==> src/hdl/lpht_pkg.sv <==
package lpht_pkg;

    // One request as it arrives on the command port
    typedef struct packed {
        logic [1:0]  mode;
        logic [63:0] key_address;
        logic [63:0] site_value;
        logic [63:0] size_value;
    } t_item;

    // One result as it leaves on the result port
    typedef struct packed {
        logic [1:0]  status;
        logic        found;
        logic [63:0] site_out;
        logic [63:0] size_out;
    } t_result;

    // Operation codes
    localparam logic [1:0] MODE_RECORD = 2'd0;
    localparam logic [1:0] MODE_FORGET = 2'd1;
    localparam logic [1:0] MODE_LOOKUP = 2'd2;
    localparam logic [1:0] MODE_UNUSED = 2'd3;

    // Status codes
    localparam logic [1:0] ST_OK   = 2'd0;
    localparam logic [1:0] ST_FULL = 2'd1;
    localparam logic [1:0] ST_MISS = 2'd2;
    localparam logic [1:0] ST_NULL = 2'd3;

    // Fibonacci hash constants
    localparam logic [63:0] GOLDEN_MULT = 64'h9E37_79B9_7F4A_7C15;
    localparam int unsigned MIX_SHIFT   = 21;

    typedef enum logic [2:0] {
        F_IDLE,
        F_MUL0,
        F_MUL1,
        F_MUL2,
        F_PUSH
    } t_front_state;

    typedef enum logic [1:0] {
        B_CLEAR,
        B_IDLE,
        B_READ,
        B_CHECK
    } t_back_state;

endpackage

==> src/hdl/lpht_front.sv <==
module lpht_front
    import lpht_pkg::*;
#(
    parameter int INDEX_BITS = 10
) (
    input  logic                  i_clk,
    input  logic                  i_rst_n,
    input  logic                  i_start,
    output logic                  o_busy,
    input  t_item                 i_item,
    input  logic                  i_q_full,
    output logic                  o_push,
    output t_item                 o_item,
    output logic [INDEX_BITS-1:0] o_home
);

    t_front_state r_state, n_state;
    t_item        r_item;
    logic [63:0]  r_mix;
    logic [63:0]  r_acc;
    logic [31:0]  w_opa;
    logic [31:0]  w_opb;
    logic [63:0]  w_prod;

    // Shared 32x32 multiplier, one partial product per cycle
    always_comb begin
        case (r_state)
            F_MUL0: begin
                w_opa = r_mix[31:0];
                w_opb = GOLDEN_MULT[31:0];
            end
            F_MUL1: begin
                w_opa = r_mix[63:32];
                w_opb = GOLDEN_MULT[31:0];
            end
            default: begin
                w_opa = r_mix[31:0];
                w_opb = GOLDEN_MULT[63:32];
            end
        endcase
    end

    assign w_prod = w_opa * w_opb;

    // Control state
    always_ff @(posedge i_clk) begin
        if (!i_rst_n) begin
            r_state <= F_IDLE;
        end else begin
            r_state <= n_state;
        end
    end

    always_comb begin
        n_state = r_state;
        o_push  = 1'b0;
        unique case (r_state)
            F_IDLE: begin
                if (i_start) n_state = F_MUL0;
            end
            F_MUL0: n_state = F_MUL1;
            F_MUL1: n_state = F_MUL2;
            F_MUL2: n_state = F_PUSH;
            F_PUSH: begin
                if (!i_q_full) begin
                    o_push  = 1'b1;
                    n_state = F_IDLE;
                end
            end
            default: n_state = F_IDLE;
        endcase
    end

    // Payload: latch on transfer, accumulate the low 64 bits of the product
    always_ff @(posedge i_clk) begin
        case (r_state)
            F_IDLE: begin
                if (i_start) begin
                    r_item <= i_item;
                    r_mix  <= i_item.key_address ^ (i_item.key_address >> MIX_SHIFT);
                end
            end
            F_MUL0: r_acc <= w_prod;
            F_MUL1, F_MUL2: r_acc[63:32] <= r_acc[63:32] + w_prod[31:0];
            default: ;
        endcase
    end

    assign o_busy = (r_state != F_IDLE);
    assign o_item = r_item;
    assign o_home = r_acc[63 -: INDEX_BITS];

endmodule

==> config.mk <==
export PLATFORM = sky130hd
export DESIGN_NAME = lpht_front
export DESIGN_NICKNAME = d
export VERILOG_FILES = /design/src/hdl/lpht_pkg.sv /design/src/hdl/lpht_front.sv
export SDC_FILE = /design/constraint.sdc
export NUM_CORES = 2
export LEC_CHECK = 0
export ABC_AREA = 1
export BUFFER_PORTS_ARGS = -buffer_cell sky130_fd_sc_hd__buf_4
export CORE_UTILIZATION = 65
export DETAILED_ROUTE_END_ITERATION = 7
export PLACE_DENSITY_LB_ADDON = 0.15
export RECOVER_POWER = 25
export REMOVE_ABC_BUFFERS = 1
export SLEW_MARGIN = 25
export SYNTH_ARGS = -nofsm -noshare
export SYNTH_HDL_FRONTEND = slang
export SYNTH_SLANG_ARGS = --single-unit
==> constraint.sdc <==
create_clock -name i_clk -period 20.3 [get_ports i_clk]
set_input_delay 2.03 -clock i_clk [delete_from_list [all_inputs] [get_ports i_clk]]
set_output_delay 2.03 -clock i_clk [all_outputs]
set_load 0.005 [all_outputs]
After elaboration in Yosys (flattened, before gate mapping). Index checks and enable logic that the tools add are counted.

Add/sub/neg operators: 1. Multiply operators: 1. Equal/unequal tests: 6. Mux-type cells: 8. Bitwise logic cells: 1. Reduce and logical (&&, ||, !) cells: 7.

Operators with widths (count): $mul A32 B32 Y64 (1); $mux W32 (2); $pmux W32 S2 (1); $xor A64 B43 Y64 (1); $add A32 B32 Y32 (1); $pmux W3 S5 (1); $eq A3 B2 Y1 const B (2); $mux W3 (2); $ne A2 B2 Y1 const B (2); $reduce_and A2 Y1 (2); $reduce_or A2 Y1 (2); $eq A3 B1 Y1 const B (1); $eq A3 B3 Y1 const B (1); $logic_not A3 Y1 (1); $reduce_bool A3 Y1 (1); $mux W1 (2); $reduce_bool A2 Y1 (1).

Register bits after elaboration: 293. Input bits: 198. Output and inout bits: 206. Word-level logic and storage cells: 31.

Longest topological paths before layout.
Word-level depth: 6. Gate-level depth with buffers: 45. Mapped depth without buffers: 43.

Least setup slack after synthesis. OpenSTA, ideal clock, no wires.

Kind: input to register. From: input port i_start. To: register r_item, in the netlist o_item[0], enable pin. Data arrival time: 11.797 ns. Data required time: 19.462 ns. Setup slack: 7.665 ns. Cell stages on the path: 2. Path through: inv_1 > nor2_1.

Word-level cells in the longest chain between the ends: 1.

Ends and longest elaborated chain: start, declared (line lpht_front.sv:8) `input logic i_start,`; $reduce_and A2 Y1 (no line); end signal, assigned (line lpht_front.sv:79) `r_item <= i_item;`; end, declared (line lpht_front.sv:18) `t_item r_item;`.

No other way between the ends. A chain may end at the register's enable or synchronous reset.

Worst setup path in the final report.
From: register r_state[1]. To: register r_acc[62] (data pin).

Word-level cells in the longest chain between the ends: 6. Elaborated cells between the ends (all ways): 10. Classes of those cells: add/sub: 1; mul: 1; eq/ne: 3; mux: 3; reduce/logical: 2.

Ends and longest elaborated chain: start, declared (line lpht_front.sv:17) `t_front_state r_state, n_state;`; start signal, assigned (line lpht_front.sv:50) `r_state <= n_state;`; $eq A3 B2 Y1 / $eq A3 B1 Y1 (equally long branches) (line lpht_front.sv:27, lpht_front.sv:76); $reduce_or A2 Y1 (no line); $mux W32 (line lpht_front.sv:27) `case (r_state)`; $mul A32 B32 Y64 (line lpht_front.sv:43) `assign w_prod = w_opa * w_opb;`; $add A32 B32 Y32 (line lpht_front.sv:84) `F_MUL1, F_MUL2: r_acc[63:32] <= r_acc[63:32] + w_prod[31:0];`; $pmux W32 S2 (*) (line lpht_front.sv:76) `case (r_state)`; end signal, assigned (line lpht_front.sv:83) `F_MUL0: r_acc <= w_prod;`; end signal, assigned (line lpht_front.sv:84); end, declared (line lpht_front.sv:20) `logic [63:0] r_acc;`.

Mark *: on every way between the ends. The rest lies on a longest branch, timed or not.

==> reports/qor.yml <==
run_status:
  status: "finished, violations left"
  failed_checks: "capacitance limit, slew limit"
global_route:
  antenna_found_initial: 4
  grt_remaining_overflow: 0
  grt_pass1_wl_um: 172000
  grt.total_usage_pct: 40.9
  grt_pass1_vias: 29200
  grt_max_degree: 76
sta:
  skew_ns: 0.0393
  max_freq_mhz: 90.4
  setup-tns-final_ns: 0
  hold_violations: 0
  fin_crit_sh_pct: 54.5
  min_period_ns: 11.06
  holdWs_ns: 0.621
  tightestPinTransition_ns: 1.52
  slew_headroom_pct: -1.91
  setup_violations: 0
  slew_viol_final: 17
  rsz0062_at_grt: "false"
synth:
  yosys.area.top_type_share_pct: 32.6
  netlist_area_um2: 37100
  syn_inst: 3791
  seq_area_frac_synth_pct: 21.9
  yosys.area.top_type: "fa_1"
  ys_ff_latch: 272
  yosysWarnings: 0
  synth.avg_cell_area_um2: 9.78
  synth_area_leaders: "fa_1 33%, edfxtp_1 22%, ha_1 17%"
  synth_cell_type_count: 44
layout:
  final_area_um2: 41700
  fin_nets: 5450
  areaGrowthSynthToFinish_pct: 12.3
  drive_gt1_share_pct: 11.6
  layout_commonest_cell: "inv_1"
  nFillCells: 4064
  layout_common_cells: "944 x inv_1, 604 x fa_1, 504 x nand2_1"
critical_path:
  startpoint_type: "flop"
  crit_type: "flop to flop"
  cp_max_fo: 42
  arrival_ns: 11.41
  end_kind: "flop"
  cpMostUsedCell: "fa_1"
  cp_data_required_time_ns: 20.65
  reg2reg_from: "r_state[1]$_SDFFE_PN0P_"
  rrSetupSlack_ns: 9.24
  cpPeakStageDelay_ns: 1.14
  critPathLaunch: "r_state[1]$_SDFFE_PN0P_"
  worst_path_max_delay_cell: "nor2_1"
clocking:
  cts_buffer_depth: 3
  clk_pin_slew_ns: 0.06
  cts_tree: "done"
  clkSinkCount: 272
  cts_hold_buf: 0
  cts_setup_buffers: 0
  htreeDepth: 1
  cts_root_buffer: "clkbuf_16"
  ctsResizeCount: 0
  cts-buffers-inserted: 30
  clock_latency_ns: 0.63
floorplan:
  core_um2: 56400
  dieArea_um2: 58000
  ios: 404
  rows: 87
  start_util_pct: 65.8
  die_x_um: 241
  die_h_um: 241
routing:
  drtPass1Iterations: 6
  viasPerCell: 5.69
  num_vias: 28100
  wl_um: 117000
  wire_per_inst_um: 23.7
  drcViolationCount: 0
  drt_iter0_drc: 2632
  ant_nets: 0
placement:
  place_congestion: 1.07
  numPortBuffers: 403
  dpl_cell_area_um2: 40700
  dpl.hpwl_um: 99800
hold_path:
  min_from: "r_state[2]$_SDFFE_PN0P_"
  hp-class: "flop to flop"
flow_run:
  drv_cap: 1
sequential cells by signal, summed over array words and instances (netlist names):
signal / cells
o_item: 194
r_acc: 32
r_mix: 43
r_state: 3
per-layer routing:
layer  global-route usage (%)  vias up  share of wire (%)
li1                         -    12300                  -
met1                     54.0    13700                 38
met2                     63.6     1639                 45
met3                     10.0      358                 11
met4                     19.7        2                6.0
met5                        0        -             0.0094
stage by stage:
| step | cells | utilization, % | worst slack, ns |
|---|---|---|---|
| after floorplan | 3705 | - | 7.66 |
| after global placement | 4874 | 72.1 | 9.65 |
| after detailed placement | 4874 | 72.1 | 9.55 |
| after CTS | 4930 | 74.0 | 9.54 |
| after global routing | 4932 | 73.9 | 8.82 |
| final | 4933 | 73.9 | 9.24 |
logic make-up after synthesis:
family | after synthesis | share of synthesized area (%)
and+or+nand+nor | 908 | 9.83
xor gates and xnor gates | 110 | 2.60
DFF | 272 | 21.9
adders and majority gates | 1100 | 49.3
buffers and inverters | 1090 | 11.4
other | 2 | 0.0202
AOI/OAI and AO/OA | 309 | 4.84
worst paths after layout:
| path | cells after the start | end |
|---|---|---|
| setup / recovery | 33 | r_acc[62]$_DFFE_PP_ |
| hold / removal | 2 | r_state[2]$_SDFFE_PN0P_ |
| setup reg to reg | 33 | r_acc[62]$_DFFE_PP_ |
| hold reg to reg | 2 | r_state[2]$_SDFFE_PN0P_ |
cell type report:
cell class | instances | area [um2] | area share, %
antenna | 1 | 2.50 | 0.00601
clock buffer | 37 | 777 | 1.87
clock inverter | 19 | 272 | 0.652
inverter | 974 | 3660 | 8.78
multi-input combinational | 2459 | 24800 | 59.6
sequential | 272 | 8140 | 19.5
tap | 756 | 946 | 2.27
timing repair buffer | 415 | 3040 | 7.29
synthesized netlist by cell type, drive strengths merged:
cell type / number
xnor2: 15
o21bai: 25
buf: 44
nand2: 508
nor3: 16
o221a: 1
and3: 4
ha: 496
a21o: 14
o211ai: 2
inv: 973
o21a: 8
edfxtp: 269
nand4: 20
fa: 604
a21boi: 7
dfxtp: 3
xor2: 95
clkinv: 1
or2: 4
nand3b: 4
nor2: 267
a211oi: 1
nand3: 82
a31oi: 22
nor4: 3
a21oi: 110
o22a: 1
o21ai: 118
clkbuf: 72
conb: 2
worst max-delay path, delay by kind of cell, from the launching register on:
family                   cells  cell delay (ns)
flip-flops                   1             0.45
XOR/XNOR                     2             0.53
AO/OA/AOI/OAI                7             1.57
adder cells (fa/ha/maj)     10             4.64
AND/OR/NAND/NOR              8             2.25
buffers and inverters        6             1.31
Power is not shown: default switching activity piles up to over one toggle a cycle in this logic, so the estimate is an artifact.
