## src/hdl/lpht_queue.sv

```systemverilog
module lpht_queue #(
    parameter int WIDTH = 8
) (
    input  logic             i_clk,
    input  logic             i_rst_n,
    input  logic             i_push,
    input  logic [WIDTH-1:0] i_data,
    output logic             o_full,
    input  logic             i_pop,
    output logic             o_empty,
    output logic [WIDTH-1:0] o_data
);

    logic [WIDTH-1:0] r_mem [2];
    logic             r_wp;
    logic             r_rp;
    logic [1:0]       r_cnt;

    // Two-entry ring
    always_ff @(posedge i_clk) begin
        if (!i_rst_n) begin
            r_wp  <= 1'b0;
            r_rp  <= 1'b0;
            r_cnt <= 2'd0;
        end else begin
            if (i_push) r_wp <= ~r_wp;
            if (i_pop)  r_rp <= ~r_rp;
            case ({i_push, i_pop})
                2'b10:   r_cnt <= r_cnt + 2'd1;
                2'b01:   r_cnt <= r_cnt - 2'd1;
                default: ;
            endcase
        end
    end

    always_ff @(posedge i_clk) begin
        if (i_push) r_mem[r_wp] <= i_data;
    end

    assign o_data  = r_mem[r_rp];
    assign o_full  = (r_cnt == 2'd2);
    assign o_empty = (r_cnt == 2'd0);

endmodule

```

## config.mk

```make
export PLATFORM = sky130hd
export DESIGN_NAME = lpht_queue
export DESIGN_NICKNAME = d
export VERILOG_FILES = /design/src/hdl/lpht_queue.sv
export SDC_FILE = /design/constraint.sdc
export NUM_CORES = 1
export LEC_CHECK = 0
export BUFFER_PORTS_ARGS = -buffer_cell sky130_fd_sc_hd__buf_2
export CAP_MARGIN = 10
export CELL_PAD_IN_SITES_DETAIL_PLACEMENT = 1
export CELL_PAD_IN_SITES_GLOBAL_PLACEMENT = 1
export CORE_MARGIN = 1.5
export CORE_UTILIZATION = 43
export DETAILED_ROUTE_END_ITERATION = 8
export HOLD_SLACK_MARGIN = 0.03
export PLACE_DENSITY_LB_ADDON = 0.1
export SYNTH_ARGS = -nofsm -noshare
export SYNTH_HDL_FRONTEND = slang
export SYNTH_SLANG_ARGS = --single-unit
```

## constraint.sdc

```tcl
create_clock -name i_clk -period 3.5 [get_ports i_clk]
set_input_delay 0.875 -clock i_clk [delete_from_list [all_inputs] [get_ports i_clk]]
set_output_delay 0.875 -clock i_clk [all_outputs]
set_load 0.1 [all_outputs]
```

**After elaboration in Yosys (flattened, before gate mapping)**

Memories as Yosys holds them, arrays and structs flattened. A register that Yosys moved wholly into a read port is not among the register bits.
Index checks and enable logic that the tools add are counted.
W data, S select, Z words.

- Logic and storage cells: 18
- Bits in registers: 4
- Output and inout port bits: 10
- Memories kept: 1
- Memory bits (writable): 16

Memories:

| memory | depth | width | read ports | clocked after Yosys merged registers in | write ports | line | RTL |
|---|---|---|---|---|---|---|---|
| r_mem | 2 | 8 | 1 | 1 | 1 | 14 | `logic [WIDTH-1:0] r_mem [2];` |

- Reductions and logical operators: 2
- Eq/ne operators: 3
- $add $sub $neg: 2
- Muxes and demuxes: 5
- Bitwise gates (word level): 2

Operator list:

| cell | count |
|---|---|
| $eq A2 B2 Y1 const B | 2 |
| $mux W1 | 4 |
| $pmux W2 S2 | 1 |
| $add A2 B1 Y2 const B | 1 |
| $eq A2 B1 Y1 const B | 1 |
| $logic_not A2 Y1 | 1 |
| $not A1 Y1 | 2 |
| $reduce_bool A2 Y1 | 1 |
| $sub A2 B1 Y2 const B | 1 |

**Depth between registers and ports, before layout**

Gate-level depths: netlist (run 1).

- Depth after elaboration: 3
- Gate-level depth with buffers: 5
- Depth with buffers taken out: 5

**Worst setup path after synthesis (run 1)**

No wires, ideal clock.

- Path kind: register -> output
- Start point: register r_cnt[0]
- End point: output port o_empty
- Arrival: 1.584 ns
- Buffers on the path: 0
- Stages on the path, launching flop included: 2
- Required time: 2.625 ns
- Path slack: 1.041 ns
- Cell sequence: dfxtp_1 > nor2_1

- Longest elaborated chain between the ends: 1

RTL lines:

| element | line | RTL |
|---|---|---|
| from (decl) | 17 | `logic [1:0] r_cnt;` |
| from (signal assigned) | 29 | `2'b10: r_cnt <= r_cnt + 2'd1;` |
| from (signal assigned) | 30 | `2'b01: r_cnt <= r_cnt - 2'd1;` |
| $logic_not A2 Y1 | 42 | `assign o_empty = (r_cnt == 2'd0);` |
| to (decl) | 10 | `output logic o_empty,` |

No other way between the ends.

==> flow_metrics.tcl, run 1 <==
set metrics [dict create \
    outcome "finished clean" \
    maxSlewViolCount 0 \
    gp_congestion 0.614 \
    synth_largest_area_cell "edfxtp_1" \
    maxCapViolCount 0 \
    detail-route-antenna-nets 0 \
    grt_pass1_wl_um 1880 \
    final_area_um2 950 \
    period_needed_ns 2.38 \
    ys_async_sr_fraction_pct 0 \
    holdCritStartpoint "r_cnt[1]" \
    clkTransAtPathRegs_ns 0.11 \
    max_freq_mhz 421 \
    syn_nets 60 \
    yosys_warnings 0 \
    routed_wl_um 1180 \
    cts-htree-levels 1 \
    drt_first_iter_violations 3 \
    instances_no_fill 96 \
    fin_tns_setup_ns 0 \
    track_usage_pct 13.4 \
    finalHoldViolCount 0 \
    synth_seq_cells 21 \
    worst_pin_slew_ns 0.726 \
    worst_slew_margin_rel_pct 51.4 \
    path_class "reg -> out" \
    endpoint_kind "output port" \
    cts_tree "done" \
    synth_edf_count 16 \
    dp.cells 92 \
    nNetsFinal 85 \
    start_util_pct 45.9 \
    yosysMostFrequentCell "edfxtp_1" \
    reg2reg_from "r_wp" \
    synth-seq-area-share_pct 73.3 \
    clkSinkCount 21 \
    yosysUniqueCellTypes 16 \
    vias 440 \
    netlist.area_leader.share_pct 60.7 \
    clkLatencyLatePin_ns 0.29 \
    hpwl_um 886 \
    hold_buffers 0 \
    cts_buffer_depth 2 \
    place_area_um2 923 \
    grt_pass1_vias 438 \
    syn_inst 47 \
    postCtsSetupRepairBufs 0 \
    critPathRequiredTime_ns 2.62 \
    fillers 190 \
    reg2reg_setup_slack_ns 2.23 \
    drc 0 \
    portBuffers 21 \
    grt_setup_unrepaired "false" \
    grt_antenna_before_repair 0 \
    finalClockSkew_ns 0.00195 \
    worstHoldPathCells 2 \
    synth_common_cells "edfxtp_1, mux2_2, dfxtp_1, and2_1" \
    hold_end "r_cnt[1]" \
    core-area_mm2 0.00173 \
    yosys-top-cells-area "edfxtp_1, dfxtp_1, mux2_2, and2_1, xnor2_1" \
    cts_resized 0 \
    overflow 0 \
    start_kind "flip-flop" \
    setup_violations 0 \
    hold_path.class "reg -> reg" \
    post_drt_wl_per_cell_um 12.3 \
    die_y_um 45.9 \
    vdd.ir_drop.worst_mv 0.285 \
    power.leakage_nw 0.371 \
    r2r_cells 1 \
    dr.pass1.iters 4 \
    min_period_over_period_pct 67.9 \
    critical_path.max_fanout 8 \
    grt_max_degree 12 \
    diodes 0 \
    r2r_end "r_mem[0][1]" \
    die_w_um 45.9 \
    ys.flop_type "edfxtp_1" \
    cp.arrival_ns 1.50 \
    p_per_area_mw_per_mm2 590 \
    setup_slack_ns 1.12 \
    post-place-ws_ns 1.42 \
    synth_area_per_cell_um2 16.9 \
    final_util_pct 55.0 \
    vias_per_cell 4.58 \
    synth_area_um2 792 \
    cts_buffers 3 \
    root_buffer "clkbuf_4" \
    dieArea_mm2 0.00211 \
    pin_count 22 \
    num_rows 15 \
    synthToLayoutAreaGrowth_pct 19.9 \
    drive_gt1_share_pct 46.5 \
]
[through the flow]
stage                     hold WS, ns  total power [mW]
final                           0.510             0.560
after global routing            0.606             0.581
after CTS                       0.516             0.566
after detailed placement        0.498             0.456
after global placement          0.487             0.454
after floorplan                 0.466             0.431
[per-layer routing]
| metal | share of wire [%] | up-vias | global-route usage (%) |
|---|---|---|---|
| met4 | 1.3 | 0 | 6.86 |
| met1 | 43 | 210 | 15.3 |
| met3 | 4.8 | 2 | 3.57 |
| li1 | - | 217 | - |
| met5 | 0 | - | 0 |
| met2 | 51 | 11 | 22.8 |
[power breakdown]
part	internal, mW	switching, mW
clock	0.0443	0.0670
combinational	0.0339	0.120
sequential	0.285	0.00989
total	0.363	0.197
[final cells by class]
| cell class | instances | area, um^2 | share of cell area [%] |
|---|---|---|---|
| clock buffers | 4 | 26.3 | 2.77 |
| flip-flops and latches | 21 | 581 | 61.1 |
| well taps | 25 | 31.3 | 3.29 |
| multi-input cells | 24 | 203 | 21.3 |
| repair buffers | 21 | 105 | 11.1 |
| inverters | 1 | 3.75 | 0.395 |
[registers in the layout, indices dropped and copies added (netlist names), named ones only]
name / cells
r_cnt: 2
r_mem: 16
r_rp: 1
r_wp: 1
[critical path: stages (launching register included)]
cell and delay (ns):
dfxtp_1 0.54, mux2_2 0.38, buf_2 0.29
[kinds of logic (layout without fill, tap and decap cells)]
kind of cell               count (synthesis)  after routing  share of synthesized area, %
and+or+nand+nor                            9              9                          6.79
muxes                                      8              8                          11.4
xor gates and xnor gates                   3              3                          3.32
AOI/OAI and AO/OA                          3              3                          2.53
DFF                                       21             21                          73.3
adders and majority gates                  1              1                          1.58
buffers and inverters                      2             26                          1.10
[layout by cell type (no fill, tap or decap)]
master,n
or3_1,1
nor2_1,2
inv_1,1
edfxtp_1,16
mux2_2,8
xnor2_1,2
clkbuf_1,1
o21ai_0,1
dfxtp_1,5
ha_1,1
and2b_2,1
a21boi_1,1
o21a_1,1
and2_1,4
buf_2,21
nor2b_1,1
clkbuf_4,3
xor2_1,1
[how the worst max path moves through the flow]
stage          cells after the start  slack, ns   endpoint      start
2_1_floorplan                      1       1.04    o_empty   r_cnt[0]
3_3_place_gp                       2       1.43  o_data[4]  flip-flop
3_5_place_dp                       2       1.42  o_data[3]  flip-flop
4_1_cts                            2       1.08  o_data[3]  flip-flop
5_1_grt                            2       1.03  o_data[6]  flip-flop
6_report                           2       1.12  o_data[6]  flip-flop
Note: power is estimated with default switching activity, not from simulation.
==> inputs of run 2 (changes only) <==
--- a/config.mk
+++ b/config.mk
@@ -9,8 +9,9 @@
 export CAP_MARGIN = 10
 export CELL_PAD_IN_SITES_DETAIL_PLACEMENT = 1
 export CELL_PAD_IN_SITES_GLOBAL_PLACEMENT = 1
+export CORE_ASPECT_RATIO = 0.6
 export CORE_MARGIN = 1.5
-export CORE_UTILIZATION = 43
+export CORE_UTILIZATION = 36
 export DETAILED_ROUTE_END_ITERATION = 8
 export HOLD_SLACK_MARGIN = 0.03
 export PLACE_DENSITY_LB_ADDON = 0.1
==> constraint.sdc (replaced) <==
create_clock -name i_clk -period 2 [get_ports i_clk]
set_input_delay 0.5 -clock i_clk [delete_from_list [all_inputs] [get_ports i_clk]]
set_output_delay 0.5 -clock i_clk [all_outputs]
set_load 0.1 [all_outputs]
==> flow_metrics.tcl, run 2 (synthesis gave the netlist of run 1 again) <==
set metrics [dict create \
    overflow 0 \
    ff_latch_area_um2 582 \
    fillers 206 \
    crit_chain "mux2_2 > buf_2" \
    pin_count 22 \
    maxSlewViolCount 0 \
    vdd.ir_drop.worst_mv 0.495 \
    fin_tns_setup_ns 0 \
    routed_wl_um 1310 \
    cp_top_family "flip-flops" \
    drive_gt1_share_pct 51.4 \
    outcome "finished clean" \
    detail-route-antenna-nets 0 \
    worst_slew_margin_rel_pct 67.7 \
    grt_setup_unrepaired "false" \
    portBuffers 21 \
    endpoint_kind "output port" \
    drc 0 \
    nNetsFinal 86 \
    drt_first_iter_violations 3 \
    grt_pass1_vias 462 \
    critPathRequiredTime_ns 1.50 \
    die_w_um 63.6 \
    final_common_cell "buf_2" \
    vias_per_cell 4.40 \
    hpwl_um 966 \
    gp_congestion 0.671 \
    root_buffer "clkbuf_4" \
    dieArea_mm2 0.00250 \
    hold_end "r_mem[0][2]" \
    cts_buffers 3 \
    cts_tree "done" \
    p_per_area_mw_per_mm2 1030 \
    cts_buffer_depth 2 \
    clkSinkCount 21 \
    grt_pass1_wl_um 2170 \
    setup_slack_ns 0.0819 \
    dr.pass1.iters 2 \
    most-common-layout-cells "buf_2, edfxtp_1, mux2_2" \
    finalClockSkew_ns 0.00876 \
    period_needed_ns 1.92 \
    power.leakage_nw 0.380 \
    postCtsSetupRepairBufs 0 \
    reg2reg_from "r_cnt[0]" \
    grt_antenna_before_repair 0 \
    hold_path.class "in -> reg" \
    setup_violations 0 \
    max_freq_mhz 521 \
    synthToLayoutAreaGrowth_pct 22.0 \
    post-place-ws_ns 0.283 \
    core-area_mm2 0.00195 \
    maxCapViolCount 0 \
    cp_num_buf_inv 1 \
    post_drt_wl_per_cell_um 13.1 \
    worst_pin_slew_ns 0.488 \
    start_kind "flip-flop" \
    top_regs "r_mem x16, r_cnt x2" \
    slowest_delay_ns 0.46 \
    reg2reg_setup_slack_ns 0.94 \
    path_class "reg -> out" \
    holdCritStartpoint "i_data[2]" \
    worst_path_max_delay_cell "dfxtp_2" \
    diodes 0 \
    vias 440 \
    grt_max_degree 13 \
    top_register "r_mem" \
    multi_input_area_um2 205 \
    clkLatencyLatePin_ns 0.30 \
    r2r_end "r_cnt[1]" \
    largest_reg_flops 16 \
    cts-htree-levels 1 \
    finalHoldViolCount 0 \
    r2r_cells 3 \
    min_period_over_period_pct 95.9 \
    clkTransAtPathRegs_ns 0.12 \
    die_y_um 39.3 \
    track_usage_pct 12.7 \
    num_rows 12 \
    start_util_pct 40.6 \
    worstHoldPathCells 1 \
    critical_path.max_fanout 8 \
    cp.arrival_ns 1.42 \
]
[run 2: cell types whose count changed in the layout (fill, tap and decap cells not counted), sizes merged]
cell    previous run  this run
clkbuf             4         3
buf               21        22
clkinv             0         1
[run 2: how the worst max path moves through the flow]
stage	slack (ns)	cells after the start	to
after detailed placement	0.28	2	o_data[0]
after floorplan	0.38	1	o_empty
after global placement	0.31	2	o_data[3]
after CTS	0.06	2	o_data[0]
after global routing	0.01	2	o_data[3]
final	0.08	2	o_data[3]
[run 2: per-layer routing]
metal	wire [um]	track usage [%]
met4	21	6.52
met2	593	21.6
met5	0	0
met3	81	5.75
met1	611	14.0
[run 2: worst register-to-register path: stages, from the launching register on]
cell      delay [ns]
dfxtp_1         0.43
xnor2_1         0.12
or3_1           0.31
a21boi_1        0.15
[run 2: repair_timing]
action	in CTS	in global routing
endpoints found under the setup margin	8	0
resized for setup	1	0
hold buffers	0	0
[run 2: metrics by stage]
stage	util (%)	power [mW]	cell area, um^2	cells	hold WS [ns]
2_1_floorplan	-	0.757	795	47	0.477
3_3_place_gp	48.0	0.801	937	96	0.501
3_5_place_dp	48.0	0.804	937	96	0.509
4_1_cts	49.5	1.01	966	100	0.364
5_1_grt	49.5	1.04	966	100	0.351
6_report	49.5	0.994	966	100	0.373
[run 2: power breakdown]
group	switching (mW)	internal [mW]	total, mW
sequential	0.0191	0.499	0.518
combinational	0.213	0.0621	0.275
clock	0.126	0.0746	0.200
total	0.358	0.636	0.994
[run 2: layout make-up]
type	instances	share of cell area, %
well taps	28	3.63
flip-flops and latches	21	60.2
clock buffers	3	2.33
multi-input cells	24	21.2
clock inverters	1	0.518
repair buffers	22	11.7
inverters	1	0.389
